--- src/rtl/core/sps_pkg.sv ---
// Package with the shared types, constants and beat tables of the stepper phase sequencer.
`default_nettype none

package sps_pkg;

    // Command codes.
    localparam logic [1:0] CMD_TICK  = 2'd0;
    localparam logic [1:0] CMD_START = 2'd1;
    localparam logic [1:0] CMD_STOP  = 2'd2;

    // Drive mode codes.
    localparam logic [1:0] MODE_HALF = 2'd0;
    localparam logic [1:0] MODE_WAVE = 2'd1;
    localparam logic [1:0] MODE_TWO  = 2'd2;
    localparam logic [1:0] MODE_NONE = 2'd3;

    // Default width of the sequence counter.
    localparam int SEQ_COUNT_WIDTH_DEF = 16;

    // Field widths.
    localparam int ANGLE_W = 16;
    localparam int DELAY_W = 8;
    localparam int BEAT_W  = 3;

    // 64*angle/45 is computed as (angle * RECIP) >> RECIP_SHIFT, exact for any 16-bit angle.
    localparam int RECIP_W     = 23;
    localparam int RECIP_SHIFT = 22;
    localparam logic [RECIP_W-1:0] RECIP = 23'd5965233;
    localparam int QUOT_W      = 17;

    // Reset value of the beat delay register.
    localparam logic [DELAY_W-1:0] DELAY_RESET = 8'd2;

    // Input request.
    typedef struct packed {
        logic [1:0]         cmd;
        logic               direction;
        logic [1:0]         drive_mode;
        logic [ANGLE_W-1:0] angle_deg;
    } sps_in_t;

    // Result item.
    typedef struct packed {
        logic [3:0] coils;
        logic       busy_res;
        logic       done_res;
        logic       rejected;
    } sps_out_t;

    // Beat tables in forward order, bit0 is coil A.
    localparam logic [3:0] HALF_BEATS [8] = '{4'h1, 4'h3, 4'h2, 4'h6, 4'h4, 4'hC, 4'h8, 4'h9};
    localparam logic [3:0] WAVE_BEATS [4] = '{4'h1, 4'h2, 4'h4, 4'h8};
    localparam logic [3:0] TWO_BEATS  [4] = '{4'h9, 4'h3, 4'h6, 4'hC};

    // Coil pattern for a position in playing order; reverse mirrors the position.
    function automatic logic [3:0] beat_pattern(
        input logic [1:0]        mode,
        input logic              dir,
        input logic [BEAT_W-1:0] pos
    );
        logic [BEAT_W-1:0] k8;
        logic [1:0]        k4;
        logic [3:0]        pat;
        k8 = dir ? pos : (3'd7 - pos);
        k4 = dir ? pos[1:0] : (2'd3 - pos[1:0]);
        unique case (mode)
            MODE_HALF: pat = HALF_BEATS[k8];
            MODE_WAVE: pat = WAVE_BEATS[k4];
            default:   pat = TWO_BEATS[k4];
        endcase
        return pat;
    endfunction

endpackage

`default_nettype wire

--- src/rtl/core/stepper_phase_sequencer.sv ---
// Top level of the unipolar stepper phase sequencer.
`default_nettype none

// Plays half-step, wave or two-phase beat sequences on four coils A..D. Each
// request is a tick, a start or a stop and yields exactly one result: the coil
// drive and busy, done and rejected flags after that request. A request is
// taken in every cycle in which no result waits or the waiting result is
// taken; its result appears in the output register on the next clock edge.
// The sequence count floor(64*angle/45) comes from one 16x23 constant multiply
// in the request cycle. The beat delay register holds the number of ticks each
// beat is held, zero meaning one.
module stepper_phase_sequencer #(
    parameter int SEQ_COUNT_WIDTH = sps_pkg::SEQ_COUNT_WIDTH_DEF
) (
    input  wire logic                          aclk,
    input  wire logic                          aresetn,
    input  wire logic                          cfg_we,
    input  wire logic [sps_pkg::DELAY_W-1:0]   cfg_wdata,
    input  wire logic                          s_valid,
    output logic                               s_ready,
    input  wire sps_pkg::sps_in_t              s_data,
    output logic                               m_valid,
    input  wire logic                          m_ready,
    output sps_pkg::sps_out_t                  m_data
);

    import sps_pkg::*;

    localparam int CW     = SEQ_COUNT_WIDTH;
    localparam int EXW    = (CW > QUOT_W) ? CW : QUOT_W;
    localparam int PROD_W = ANGLE_W + RECIP_W;

    // State registers.
    logic [DELAY_W-1:0] delay_reg;
    logic [3:0]         coil_reg,  coil_next;
    logic               moving_reg, moving_next;
    logic               dir_reg,   dir_next;
    logic [1:0]         mode_reg,  mode_next;
    logic [BEAT_W-1:0]  beat_reg,  beat_next;
    logic [CW-1:0]      seq_reg,   seq_next;
    logic [DELAY_W-1:0] timer_reg, timer_next;

    // Output stage.
    logic               m_valid_reg;
    sps_out_t           m_data_reg;
    sps_out_t           res_next;

    logic               accept;
    logic               done;
    logic               rej;
    logic [PROD_W-1:0]  product;
    logic [QUOT_W-1:0]  quot;
    logic [EXW-1:0]     quot_ext;
    logic [EXW-1:0]     max_ext;
    logic [CW-1:0]      count;
    logic [DELAY_W-1:0] held;
    logic [DELAY_W-1:0] timer_dec;
    logic               wrap;
    logic [CW-1:0]      seq_dec;

    assign s_ready = !m_valid_reg || m_ready;
    assign accept  = s_valid && s_ready;
    assign m_valid = m_valid_reg;
    assign m_data  = m_data_reg;

    // Sequence count from the angle, saturated to the counter width.
    assign product  = PROD_W'(s_data.angle_deg) * PROD_W'(RECIP);
    assign quot     = product[RECIP_SHIFT +: QUOT_W];
    assign quot_ext = EXW'(quot);
    assign max_ext  = EXW'({CW{1'b1}});
    assign count    = (quot_ext > max_ext) ? {CW{1'b1}} : quot_ext[CW-1:0];

    // Ticks per beat, zero counts as one.
    assign held = (delay_reg == '0) ? DELAY_W'(1) : delay_reg;

    // Tick path helpers.
    assign timer_dec = (timer_reg != '0) ? timer_reg - DELAY_W'(1) : timer_reg;
    assign wrap      = (mode_reg == MODE_HALF) ? (beat_reg == 3'd7) : (beat_reg[1:0] == 2'd3);
    assign seq_dec   = (wrap && seq_reg != '0) ? seq_reg - CW'(1) : seq_reg;

    // Next state and result for the request at the input.
    always_comb begin
        coil_next   = coil_reg;
        moving_next = moving_reg;
        dir_next    = dir_reg;
        mode_next   = mode_reg;
        beat_next   = beat_reg;
        seq_next    = seq_reg;
        timer_next  = timer_reg;
        done        = 1'b0;
        rej         = 1'b0;
        unique case (s_data.cmd)
            CMD_START: begin
                if (moving_reg) begin
                    rej = 1'b1;
                end else if (s_data.drive_mode == MODE_NONE || count == '0) begin
                    done = 1'b1;
                end else begin
                    moving_next = 1'b1;
                    dir_next    = s_data.direction;
                    mode_next   = s_data.drive_mode;
                    beat_next   = '0;
                    seq_next    = count;
                    coil_next   = beat_pattern(s_data.drive_mode, s_data.direction, '0);
                    timer_next  = held;
                end
            end
            CMD_STOP: begin
                coil_next   = '0;
                moving_next = 1'b0;
                beat_next   = '0;
                seq_next    = '0;
                timer_next  = '0;
            end
            CMD_TICK: begin
                if (moving_reg) begin
                    timer_next = timer_dec;
                    if (timer_dec == '0) begin
                        seq_next = seq_dec;
                        if (seq_dec == '0) begin
                            moving_next = 1'b0;
                            beat_next   = '0;
                            done        = 1'b1;
                        end else begin
                            beat_next  = wrap ? '0 : beat_reg + BEAT_W'(1);
                            coil_next  = beat_pattern(mode_reg, dir_reg,
                                                      wrap ? '0 : beat_reg + BEAT_W'(1));
                            timer_next = held;
                        end
                    end
                end
            end
            default: begin
                // Unknown command: status is reported unchanged.
            end
        endcase
        res_next.coils    = coil_next;
        res_next.busy_res = moving_next;
        res_next.done_res = done;
        res_next.rejected = rej;
    end

    // Delay register and control state.
    always_ff @(posedge aclk) begin
        if (!aresetn) begin
            delay_reg   <= DELAY_RESET;
            coil_reg    <= '0;
            moving_reg  <= 1'b0;
            dir_reg     <= 1'b0;
            mode_reg    <= MODE_HALF;
            beat_reg    <= '0;
            seq_reg     <= '0;
            timer_reg   <= '0;
            m_valid_reg <= 1'b0;
        end else begin
            if (cfg_we) begin
                delay_reg <= cfg_wdata;
            end
            if (accept) begin
                coil_reg   <= coil_next;
                moving_reg <= moving_next;
                dir_reg    <= dir_next;
                mode_reg   <= mode_next;
                beat_reg   <= beat_next;
                seq_reg    <= seq_next;
                timer_reg  <= timer_next;
            end
            if (s_ready) begin
                m_valid_reg <= s_valid;
            end
        end
    end

    // Result payload register.
    always_ff @(posedge aclk) begin
        if (accept) begin
            m_data_reg <= res_next;
        end
    end

endmodule

`default_nettype wire

--- config.mk ---
export PLATFORM = sky130hd
export DESIGN_NAME = stepper_phase_sequencer
export DESIGN_NICKNAME = d
export VERILOG_FILES = /design/src/rtl/core/sps_pkg.sv /design/src/rtl/core/stepper_phase_sequencer.sv
export SDC_FILE = /design/constraint.sdc
export NUM_CORES = 1
export LEC_CHECK = 0
export BUFFER_PORTS_ARGS = -buffer_cell sky130_fd_sc_hd__buf_2
export CAP_MARGIN = 20
export CELL_PAD_IN_SITES_DETAIL_PLACEMENT = 1
export CELL_PAD_IN_SITES_GLOBAL_PLACEMENT = 1
export CORE_ASPECT_RATIO = 0.8
export CORE_MARGIN = 1.5
export CORE_UTILIZATION = 45
export CTS_CLUSTER_SIZE = 20
export DETAILED_ROUTE_END_ITERATION = 7
export GPL_TIMING_DRIVEN = 0
export HOLD_SLACK_MARGIN = 0.05
export PLACE_DENSITY = 0.77
export SYNTH_ARGS = -nofsm -noshare
export SYNTH_HDL_FRONTEND = slang
export SYNTH_SLANG_ARGS = --single-unit
--- constraint.sdc ---
create_clock -name aclk -period 7.3 [get_ports aclk]
set_input_delay 1.095 -clock aclk [delete_from_list [all_inputs] [get_ports aclk]]
set_output_delay 1.095 -clock aclk [all_outputs]
set_load 0.05 [all_outputs]
; Word level (Yosys, flattened, before mapping)
; Memories as Yosys holds them, arrays and structs flattened.
; Cells that the tools add are included.
[word_totals]
ff_bits = 51
rom_bits = 64
in_bits = 34
out_inout_bits = 9
word_cells = 125
n_memories = 2
[classes]
addsub = 5
mul = 1
order_cmp = 5
n_eq_ne = 11
muxes = 64
n_bitwise = 6
n_reduce_logical = 18
[mem_list]
columns = memory, words, width, read_ports, rd_ports_with_merged_regs, wr, line_no
row1 = (name not given), 8, 4, 1, 0, 0, sps_pkg.sv:67  ; MODE_HALF: pat = HALF_BEATS[k8];
row2 = (name not given), 8, 4, 1, 0, 0, sps_pkg.sv:67
[ops]
columns = op, n
row1 = 16-bit 2-to-1 mux, 6
row2 = 4-bit 2-to-1 mux, 17
row3 = 8-bit 2-to-1 mux, 7
row4 = 16-bit case mux with 3 select lines, 1
row5 = "16-bit by 23-bit multiplier with 39-bit output, second input constant", 1
row6 = 4-bit binary-select mux with 2-bit select, 4
row7 = 16-bit zero test, 2
row8 = 3-bit 2-to-1 mux, 8
row9 = 8-bit case mux with 3 select lines, 1
row10 = "17-bit by 16-bit greater-than comparator with 1-bit output, second input constant", 1
row11 = 8-bit zero test, 2
row12 = 4-bit case mux with 2 select lines, 2
row13 = 16-bit nonzero test, 1
row14 = "16-bit by 1-bit subtractor with 16-bit output, second input constant", 1
row15 = 1-bit 2-to-1 mux, 12
row16 = 4-bit case mux with 3 select lines, 1
row17 = 3-bit case mux with 3 select lines, 1
row18 = "4-bit greater-or-equal comparator, second input constant", 2
row19 = "2-bit != test, second input constant", 4
row20 = 3-bit inverter with 4-bit output, 2
row21 = 8-bit nonzero test, 1
row22 = "8-bit by 1-bit subtractor with 8-bit output, second input constant", 1
row23 = "2-bit by 1-bit == test with 1-bit output, second input constant", 3
row24 = "2-bit == test, second input constant", 3
row25 = other kinds (18), 26

; Logic depth before layout (Yosys ltp)
; Gate-level depths: netlist of the first run.
[depth]
ltp_word = 14
mapped_depth = 27
ltp_nobuf = 24

; Least setup slack after synthesis of the first run
; No wires, ideal clock.
[synth_path]
kind = input -> register
start = input port s_data[13] (netlist name)
end = register seq_reg[3]
t_arrival_ns = 6.898
slack_ns = 0.275
cell_stages = 24
path_cell_list = ha_1 fa_1 inv_1 fa_1 inv_1 fa_1 fa_1 inv_1 fa_1 inv_1 ha_1 nand4_1 nor4_1 a22oi_2 nand2_1 or3_1 a221oi_2 nand4b_2 or3_4 a21oi_4 buf_6 buf_12 mux2i_1 nor2_1
[synth_between]
elab_chain_cells = 7
[synth_lines]
columns = element, line_no
row1 = start: declaration, stepper_phase_sequencer.sv:21  ; input wire sps_pkg::sps_in_t s_data,
row2 = 16-bit by 23-bit multiplier with 39-bit output *, stepper_phase_sequencer.sv:67  ; assign product = PROD_W'(s_data.angle_deg) * PROD_W'(RECIP);
row3 = 17-bit by 16-bit greater-than comparator with 1-bit output, stepper_phase_sequencer.sv:71  ; assign count = (quot_ext > max_ext) ? {CW{1'b1}} : quot_ext[CW-1:0];
row4 = 16-bit 2-to-1 mux *, stepper_phase_sequencer.sv:71
row5 = 16-bit zero test, stepper_phase_sequencer.sv:96  ; end else if (s_data.drive_mode == MODE_NONE || count == '0) begin
row6 = 1-bit logical OR, stepper_phase_sequencer.sv:96
row7 = 2-bit != test (no source line), --
row8 = 6-bit AND reduction (no source line), --
row9 = end signal: assignment, stepper_phase_sequencer.sv:165  ; seq_reg <= seq_next;
row10 = end: declaration, stepper_phase_sequencer.sv:40  ; logic [CW-1:0] seq_reg, seq_next;
; Every way passes the cells marked *; elsewhere a longest branch is shown, timed or not. The select of a mux whose other input is x is not followed.
; A chain may end at the register's enable or synchronous reset.

; Worst setup path after layout of the first run
[layout_path]
start = input port s_data[10] (netlist name)
end = register timer_reg[3]
[layout_between]
elab_chain_cells = 7
[layout_lines]
columns = element, line_no
row1 = 16-bit by 23-bit multiplier with 39-bit output *, stepper_phase_sequencer.sv:67
row2 = 17-bit by 16-bit greater-than comparator with 1-bit output, stepper_phase_sequencer.sv:71
row3 = 16-bit 2-to-1 mux *, stepper_phase_sequencer.sv:71
row4 = 16-bit zero test *, stepper_phase_sequencer.sv:96
row5 = 1-bit logical OR *, stepper_phase_sequencer.sv:96
row6 = 2-bit != test (no source line) *, --
row7 = 5-bit AND reduction (no source line) *, --
row8 = end signal: assignment, stepper_phase_sequencer.sv:166  ; timer_reg <= timer_next;
row9 = end: declaration, stepper_phase_sequencer.sv:41  ; logic [DELAY_W-1:0] timer_reg, timer_next;
; Every way passes the cells marked *; elsewhere a longest branch is shown, timed or not.

==> reports/results.txt, run 1 <==
Die W = 162.0 um
Via density = 5.882
Yosys warning count = 0
Initial Util = 45.99%
R2R cell count = 13
Num ports = 43
CP top delay family = adder cells
RR Endpoint = m_data[6]
Worst Hold Depth = 2
Ratio of cells with drive above 1 in the final layout = 18.69%
Largest net degree at the start of global routing = 17
Post-synth EDFFs = 7
Synthesized area = 9105 um^2
Seq/Total Area, Yosys = 11.98%
Cts bufs inserted = 5
Die area = 21100 um^2
CP Data Required Time = 7.48 ns
CTS tree = yes
Top cell type's share of synthesized area = 19.35%
First-pass GRT wire length = 45480 um
Post-synthesis register bit count = 51
Crit Path Max Fanout = 6
Synth area leader = fa_1
Distinct cells, synth = 94
Total global-route track usage = 27.75%
Filler cells = 2371
Drt first pass iters = 5
Port Buffers = 41
Antenna viol nets, final = 0
Outcome = finished, final reports clean
Clk_lat worst skew = 0.30 ns
Top post-synthesis cells by area = fa_1 (19%), ha_1 (19%), dfxtp_1 (9.7%), inv_1 (7.9%), a21oi_1 (3.9%)
Fin crit share = 98.70%
Die H = 130.2 um
Post-synthesis instance total = 1072
Hold endpoint = coil_reg[0]
Slew headroom = 53.82%
Synth Flop Type = dfxtp_1
Critical Path AT = 7.39 ns
Hold Violations, Final = 0
Max clock buf depth = 2
Hold_sp = coil_reg[0]
Antenna Cells = 0
CP startpoint = s_data[10]
Max Clock Skew = 0.007305 ns
Antenna violations before repair = 0
Hpwl dp = 23590 um
GR Overflow Total = 0
Root buffer cell = clkbuf_16
Reg2reg setup slack = 3.39 ns
Iteration-0 DRC Markers = 606
Fmax = 138.8 MHz
Nets@finish = 1416
Crit Reg-Reg Startpoint = beat_reg[0]
Critical path launch point type = input port
Syn_area_per_cell = 8.493 um^2
Ys async rst share = 0%
Hold Crit Class = register to register
Final period demand of the worst path = 7.205 ns
Vias in the first global route = 8346
Area of the multi-input gates = 7586 um^2
Endpoints failing setup = 0
# hold bufs at CTS = 0
GP Congestion = 0.9104
Slew Limit Fails = 0
Area Overhead vs Synth = 16.42%
H-tree Lvls = 2
Synthesized Nets = 1333
Crit-path most repeated cell = fa_1
Rows = 46
Register area = 1091 um^2
MaxCap Viol Count = 0
WP buf/inv = 9
Non-Filler Instances = 1420
Core area = 19800 um^2
Residual DRC = 0
Crit-path max cell delay = 0.55 ns
Sink Count = 51
CP Class = input port to register
Max reg flops = 16
RSZ-0062 raised after global routing = true
Worst setup EP type = register
Routed wire length = 29920 um
Reg clk slew, reported paths = 0.07 ns
Routed WL per cell = 21.07 um
Slowest CP cell = fa_1
Routed vias = 8352
Placed Cells = 1377
Measured slew at the worst slew-check pin = 0.6927 ns
metal layers:
metal	track usage [%]	part of all wire [%]
met2	42.51	44
met1	41.54	49
met4	3.292	0.83
met3	5.213	6.6
met5	0	0
cell usage after synthesis (all sizes together) (5+ instances only):
library cell	instances
o21ai	57
edfxtp	7
nor4	11
a21oi	77
and3	8
and2	5
o31ai	6
fa	88
a21boi	6
nand2b	5
nand3	24
nor2b	5
a221oi	5
nand2	71
a211oi	23
a31oi	9
a31o	5
o21a	7
mux2i	23
nor2	65
or3	9
xor2	11
dfxtp	44
buf	16
nand4	9
xnor2	12
a22oi	6
ha	139
o211ai	9
clkbuf	17
a21o	12
nor3	25
inv	192
cell type report:
cell class	count	share of cell area, %
well taps	264	3.116
clock inverters	2	0.3423
inverters	192	6.799
flip-flops and latches	51	10.29
plain buffers	33	1.983
clock buffers	6	1.216
repair buffers	76	4.686
multi-input cells	796	71.56
how the worst max path moves through the flow:
stage                         to  cells past startpoint
floorplan             seq_reg[3]                     24
global placement    timer_reg[1]                     24
detailed placement    seq_reg[3]                     25
CTS                   seq_reg[3]                     26
global route          seq_reg[4]                     26
finish              timer_reg[3]                     27
stage by stage:
step                hold WS [ns]  area (um^2)  util, %  TNS (ns)  setup slack (ns)
floorplan                 0.4290         9105        -         0            0.2746
global placement          0.4399         9641    48.69    -22.76           -0.7676
detailed placement        0.4587         9641    48.69    -28.84           -0.8742
CTS                       0.4683        10100    51.02         0        0.00008882
global route              0.4981        10600    53.54   -0.5108          -0.06076
finish                    0.4693        10600    53.54         0           0.09476
repair_timing:
| item | CTS | global route |
|---|---|---|
| endpoints found under the setup margin | 41 | 41 |
| setup buffers | 13 | 22 |
| pin swaps | 17 | 51 |
| resized for setup | 41 | 69 |
worst reg2reg max path: cells and delay by family (launching register included):
family	cells	cell delay, ns
fa+ha+maj	2	0.33
compound gates	4	0.91
simple gates	6	1.73
flops	1	0.36
mux	1	0.39
cell families (layout without fill, tap and decap cells):
family          count (synthesis)  count (layout)  synth area share (%)
mux                            26              26                 2.900
flops                          51              51                 11.98
xor+xnor                       23              23                 2.212
compound gates                257             257                 19.20
simple gates                  263             263                 15.20
fa+ha+maj                     227             227                 38.45
buf+inv                       225             309                 10.06
cell usage in the layout (no fill, tap or decap), types with 23 or more instances in the layout:
cell type    n
a21oi_1     60
buf_2       41
buf_4       37
dfxtp_1     44
fa_1        80
ha_1       124
inv_1      183
mux2i_1     23
nand2_1     70
nor2_1      64
o21ai_0     41
Power of run 1 is left out: the tool's default activity adds up to more than one toggle a clock period on the data nets, which glitch-free logic cannot reach.
==> inputs of run 2 (changes only) <==
--- a/config.mk
+++ b/config.mk
@@ -12,6 +12,7 @@
 export CORE_ASPECT_RATIO = 0.8
 export CORE_MARGIN = 1.5
 export CORE_UTILIZATION = 45
+export CTS_BUF_LIST = sky130_fd_sc_hd__clkbuf_2
 export CTS_CLUSTER_SIZE = 20
 export DETAILED_ROUTE_END_ITERATION = 7
 export GPL_TIMING_DRIVEN = 0
==> reports/results.txt, run 2 (same netlist as run 1, synthesis figures left out) <==
Critical path launch point type = input port (unchanged)
Hold_sp = beat_reg[1] (was coil_reg[0])
Total global-route track usage = 27.01% (was 27.75%)
Max reg flops = 16 (unchanged)
Routed wire length = 28540 um (was 29920 um)
Cell area after layout = 10170 um^2 (was 10600 um^2)
CP Class = input port to register (unchanged)
Crit Reg-Reg Startpoint = beat_reg[0] (unchanged)
Clk_lat worst skew = 0.48 ns (was 0.30 ns)
Critical Path AT = 7.52 ns (was 7.39 ns)
Crit-path most repeated cell = fa_1 (unchanged)
Area Overhead vs Synth = 11.65% (was 16.42%)
Drt first pass iters = 4 (was 5)
Reg clk slew, reported paths = 0.29 ns (was 0.07 ns)
Num ports = 43 (unchanged)
Ratio of cells with drive above 1 in the final layout = 14.91% (was 18.69%)
GP Congestion = 0.9104 (unchanged)
Hold Crit Class = register to register (unchanged)
Routed WL per cell = 20.33 um (was 21.07 um)
Die H = 130.2 um (unchanged)
Antenna violations before repair = 0 (unchanged)
Commonest non-fill, non-tap cell in the layout = inv_1 (unchanged)
Largest net degree at the start of global routing = 17 (unchanged)
Outcome = finished, final reports clean (unchanged)
Max Clock Skew = 0.03271 ns (was 0.007305 ns)
MaxCap Viol Count = 0 (unchanged)
Slowest CP cell = fa_1 (unchanged)
CP startpoint = s_data[13] (was s_data[10])
Residual DRC = 0 (unchanged)
Measured slew at the worst slew-check pin = 0.8343 ns (was 0.6927 ns)
Iteration-0 DRC Markers = 603 (was 606)
Sink Count = 51 (unchanged)
Nets@finish = 1400 (was 1416)
Die area = 21100 um^2 (unchanged)
Fin crit share = 97.91% (was 98.70%)
First-pass GRT wire length = 44390 um (was 45480 um)
Critical-path cell list = clkbuf_4, ha_4, fa_1, inv_1, fa_1, inv_2, fa_1, fa_1, inv_1, fa_1, inv_1, ha_4, nand4_1, nor2_4, a22oi_2, nand2_1, or3_1, a221oi_2, nand4b_2, buf_4, o31ai_4, o21ai_1, and2_1, a221oi_1
Initial Util = 45.99% (unchanged)
Hpwl dp = 23590 um (unchanged)
Root buffer cell = clkbuf_2 (was clkbuf_16)
CTS tree = yes (unchanged)
Antenna viol nets, final = 0 (unchanged)
Most frequent cells in the layout = inv_1 (186), ha_1 (129), fa_1 (86) (was inv_1 (183), ha_1 (124), fa_1 (80))
Cts bufs inserted = 5 (unchanged)
Port Buffers = 41 (unchanged)
Routed vias = 8147 (was 8352)
Slew headroom = 44.19% (was 53.82%)
CP Data Required Time = 7.68 ns (was 7.48 ns)
Die W = 162.0 um (unchanged)
Antenna Cells = 0 (unchanged)
Crit Path Max Fanout = 6 (unchanged)
Max clock buf depth = 2 (unchanged)
Hold Violations, Final = 0 (unchanged)
Crit-path max cell delay = 0.56 ns (was 0.55 ns)
Rows = 46 (unchanged)
Fin util = 51.35% (was 53.54%)
GR Overflow Total = 0 (unchanged)
H-tree Lvls = 2 (unchanged)
Area after DPL = 9641 um^2 (unchanged)
Fmax = 139.9 MHz (was 138.8 MHz)
# hold bufs at CTS = 0 (unchanged)
Slew Limit Fails = 0 (unchanged)
Vias in the first global route = 8235 (was 8346)
Worst setup EP type = register (unchanged)
Core area = 19800 um^2 (unchanged)
Final period demand of the worst path = 7.147 ns (was 7.205 ns)
Via density = 5.803 (was 5.882)
Endpoints failing setup = 0 (unchanged)
-- run 2: cell count changes in the layout (fill, tap and decap cells not counted), sizes merged --
cell	change
clkbuf	-2
buf	-14
-- run 2: critical path: cells and delay by family --
kind	cells	cell delay, ns
AOI/OAI and AO/OA	5	1.27
and+or+nand+nor	6	1.27
adders and majority gates	7	3.25
buffers and inverters	6	0.63
-- run 2: area by class of cell --
type	instances	area [um^2]
buffer	32	196.4
clock buffer	6	30.03
clock inverter	2	36.28
fill	2416	9633
inverter	192	720.7
multi-input combinational	796	7376
sequential	51	1091
tap	264	330.3
timing repair buffer	61	385.4
-- run 2: per-stage QoR --
| stage | cells | TNS, ns | hold WS (ns) | worst slack, ns |
|---|---|---|---|---|
| floorplan | 1072 | 0 | 0.4290 | 0.2746 |
| global placement | 1377 | -22.76 | 0.4399 | -0.7676 |
| detailed placement | 1377 | -28.84 | 0.4587 | -0.8742 |
| CTS | 1395 | 0 | 0.4850 | 0.01440 |
| global route | 1404 | -0.06878 | 0.5129 | -0.03290 |
| finish | 1404 | 0 | 0.4836 | 0.1526 |
-- run 2: what timing repair did --
| action | CTS | global route |
|---|---|---|
| pin swaps | 7 | 20 |
| endpoints found under the setup margin | 37 | 38 |
| gates resized for setup | 15 | 48 |
| buffers inserted | 10 | 10 |
-- run 2: final timing paths --
| path | to | slack (ns) | depth (start not counted) |
|---|---|---|---|
| worst min-delay path | beat_reg[1] | 0.48 | 2 |
| worst max-delay path | seq_reg[6] | 0.15 | 24 |
| worst min register to register | beat_reg[1] | 0.48 | 2 |
| worst max register to register | timer_reg[5] | 3.41 | 12 |
-- run 2: per-layer routing --
metal	vias to the layer above	track usage [%]	part of all wire (%)
li1	3834	-	-
met1	4089	40.89	50
met2	212	41.73	43
met3	12	4.736	6.6
met4	0	1.835	0.48
met5	-	0	0
Power of run 2 is left out for the same reason.
==> inputs of run 3 (changes only) <==
--- a/config.mk
+++ b/config.mk
@@ -5,7 +5,7 @@
 export SDC_FILE = /design/constraint.sdc
 export NUM_CORES = 1
 export LEC_CHECK = 0
-export BUFFER_PORTS_ARGS = -buffer_cell sky130_fd_sc_hd__buf_2
+export BUFFER_PORTS_ARGS = -buffer_cell sky130_fd_sc_hd__buf_4
 export CAP_MARGIN = 20
 export CELL_PAD_IN_SITES_DETAIL_PLACEMENT = 1
 export CELL_PAD_IN_SITES_GLOBAL_PLACEMENT = 1
==> reports/results.txt, run 3 (same netlist as run 1, synthesis figures left out) <==
Outcome = finished, final reports clean (unchanged)
Antenna viol nets, final = 0 (unchanged)
Hpwl dp = 23630 um (was 23590 um)
Worst Setup EP = seq_reg[4] (was seq_reg[6])
Die area = 21100 um^2 (unchanged)
Core area = 19800 um^2 (unchanged)
Max reg flops = 16 (unchanged)
Final period demand of the worst path = 7.180 ns (was 7.147 ns)
Drt first pass iters = 5 (was 4)
H-tree Lvls = 2 (unchanged)
Routed wire length = 27960 um (was 28540 um)
Die W = 162.0 um (unchanged)
Max Clock Skew = 0.008051 ns (was 0.03271 ns)
Crit Reg-Reg Startpoint = beat_reg[0] (unchanged)
Area after DPL = 9743 um^2 (was 9641 um^2)
Routed WL per cell = 20.02 um (was 20.33 um)
Most frequent cells in the layout = inv_1 (186), ha_1 (133), fa_1 (86) (was inv_1 (186), ha_1 (129), fa_1 (86))
Slew Limit Fails = 0 (unchanged)
Initial Util = 45.99% (unchanged)
Filler cells = 2399 (was 2416)
Fin crit share = 98.36% (was 97.91%)
Routed vias = 8098 (was 8147)
Hold Violations, Final = 0 (unchanged)
Via density = 5.797 (was 5.803)
Die H = 130.2 um (unchanged)
Residual DRC = 0 (unchanged)
Sink Count = 51 (unchanged)
GP Congestion = 0.9321 (was 0.9104)
Commonest non-fill, non-tap cell in the layout = inv_1 (unchanged)
Clk_lat worst skew = 0.47 ns (was 0.48 ns)
Root buffer cell = clkbuf_2 (unchanged)
Hold Crit Class = register to register (unchanged)
Critical Path AT = 7.56 ns (was 7.52 ns)
Reg2reg setup slack = 3.46 ns (was 3.41 ns)
First-pass GRT wire length = 44860 um (was 44390 um)
Reg clk slew, reported paths = 0.26 ns (was 0.29 ns)
Final hold slack = 0.4733 ns (was 0.4836 ns)
Worst setup EP type = register (unchanged)
Vias in the first global route = 8355 (was 8235)
CP Class = input port to register (unchanged)
Antenna violations before repair = 1 (was 0)
RR Endpoint = m_data[5] (was timer_reg[5])
Port Buffers = 41 (unchanged)
Total global-route track usage = 27.46% (was 27.01%)
Rows = 46 (unchanged)
Cell area after layout = 10110 um^2 (was 10170 um^2)
GR Overflow Total = 0 (unchanged)
# hold bufs at CTS = 0 (unchanged)
Area Overhead vs Synth = 10.99% (was 11.65%)
Endpoints failing setup = 0 (unchanged)
Slew headroom = 44.90% (was 44.19%)
Ratio of cells with drive above 1 in the final layout = 13.96% (was 14.91%)
Fmax = 139.3 MHz (was 139.9 MHz)
Max clock buf depth = 2 (unchanged)
Num ports = 43 (unchanged)
Largest net degree at the start of global routing = 15 (was 17)
Measured slew at the worst slew-check pin = 0.8238 ns (was 0.8343 ns)
CTS tree = yes (unchanged)
Critical path launch point type = input port (unchanged)
Crit Path Max Fanout = 10 (was 6)
CP startpoint = s_data[7] (was s_data[13])
R2R cell count = 13 (was 12)
Nets@finish = 1392 (was 1400)
Cts bufs inserted = 5 (unchanged)
CP Data Required Time = 7.68 ns (about the same)
MaxCap Viol Count = 0 (unchanged)
Iteration-0 DRC Markers = 516 (was 603)
==> run 3: cell types whose count changed in the layout (fill, tap and decap cells not counted), moves of 2 or more <==
| cell | before | now |
|---|---|---|
| clkinv_1 | 0 | 2 |
| o21ai_1 | 15 | 13 |
| a211oi_4 | 4 | 2 |
| ha_1 | 129 | 133 |
| buf_4 | 20 | 53 |
| buf_2 | 45 | 7 |
| clkbuf_4 | 3 | 1 |
| a211oi_2 | 0 | 2 |
| o21ai_2 | 1 | 3 |
| ha_4 | 7 | 3 |
==> run 3: timing repair <==
item / 4_1_cts / 5_1_grt
pin swaps: 4 / 16
endpoints found under the setup margin: 30 / 40
setup buffers: 2 / 9
gates resized for setup: 18 / 38
==> run 3: per-layer routing <==
layer	up-vias	routed length [um]	global-route usage, %
li1	3824	-	-
met1	4046	14480	41.69
met2	208	11600	41.25
met3	20	1684	5.626
met4	0	199	2.644
met5	-	0	0
==> run 3: worst max-delay path, stage by stage <==
cell and delay (ns):
buf_4 0.16, ha_1 0.37, inv_1 0.08, fa_1 0.50, inv_1 0.04, ha_1 0.35
inv_1 0.08, fa_1 0.56, inv_1 0.07, fa_1 0.53, fa_1 0.55, ha_2 0.42
and4_4 0.29, nand4_1 0.10, o22a_2 0.28, a21oi_1 0.21, o21ai_1 0.16, a221oi_2 0.34
nand4b_2 0.19, or3_4 0.45, a21oi_4 0.18, buf_8 0.14, buf_12 0.15, mux2i_1 0.21
nor2_1 0.05
==> run 3: cell type report <==
type / instances / area, um^2 / area share, %
clock buffers: 6 / 30.03 / 0.2971
repair buffers: 52 / 402.9 / 3.987
multi-input cells: 796 / 7317 / 72.40
clock inverters: 2 / 7.507 / 0.07429
plain buffers: 33 / 201.4 / 1.993
diodes: 1 / 2.502 / 0.02476
flip-flops and latches: 51 / 1091 / 10.80
well taps: 264 / 330.3 / 3.269
inverters: 192 / 723.2 / 7.156
==> run 3: through the flow <==
step,setup WS [ns],TNS (ns),cells,util (%)
6_report,0.1199,0,1397,51.04
5_1_grt,-0.02734,-0.05947,1397,51.04
4_1_cts,0.01338,0,1387,49.81
3_5_place_dp,-0.8522,-24.73,1377,49.21
3_3_place_gp,-0.7936,-23.58,1377,49.21
2_1_floorplan,0.2746,0,1072,-
==> run 3: worst min-delay path by stage <==
stage           startpoint           to  slack [ns]  cells after the start
5_1_grt        beat_reg[1]  beat_reg[1]        0.51                      2
6_report       coil_reg[0]  coil_reg[0]        0.47                      2
4_1_cts        coil_reg[0]  coil_reg[0]        0.48                      2
3_3_place_gp   coil_reg[0]  coil_reg[0]        0.44                      2
2_1_floorplan  coil_reg[0]  coil_reg[0]        0.43                      2
3_5_place_dp   coil_reg[0]  coil_reg[0]        0.45                      2
Power of run 3 is left out for the same reason.
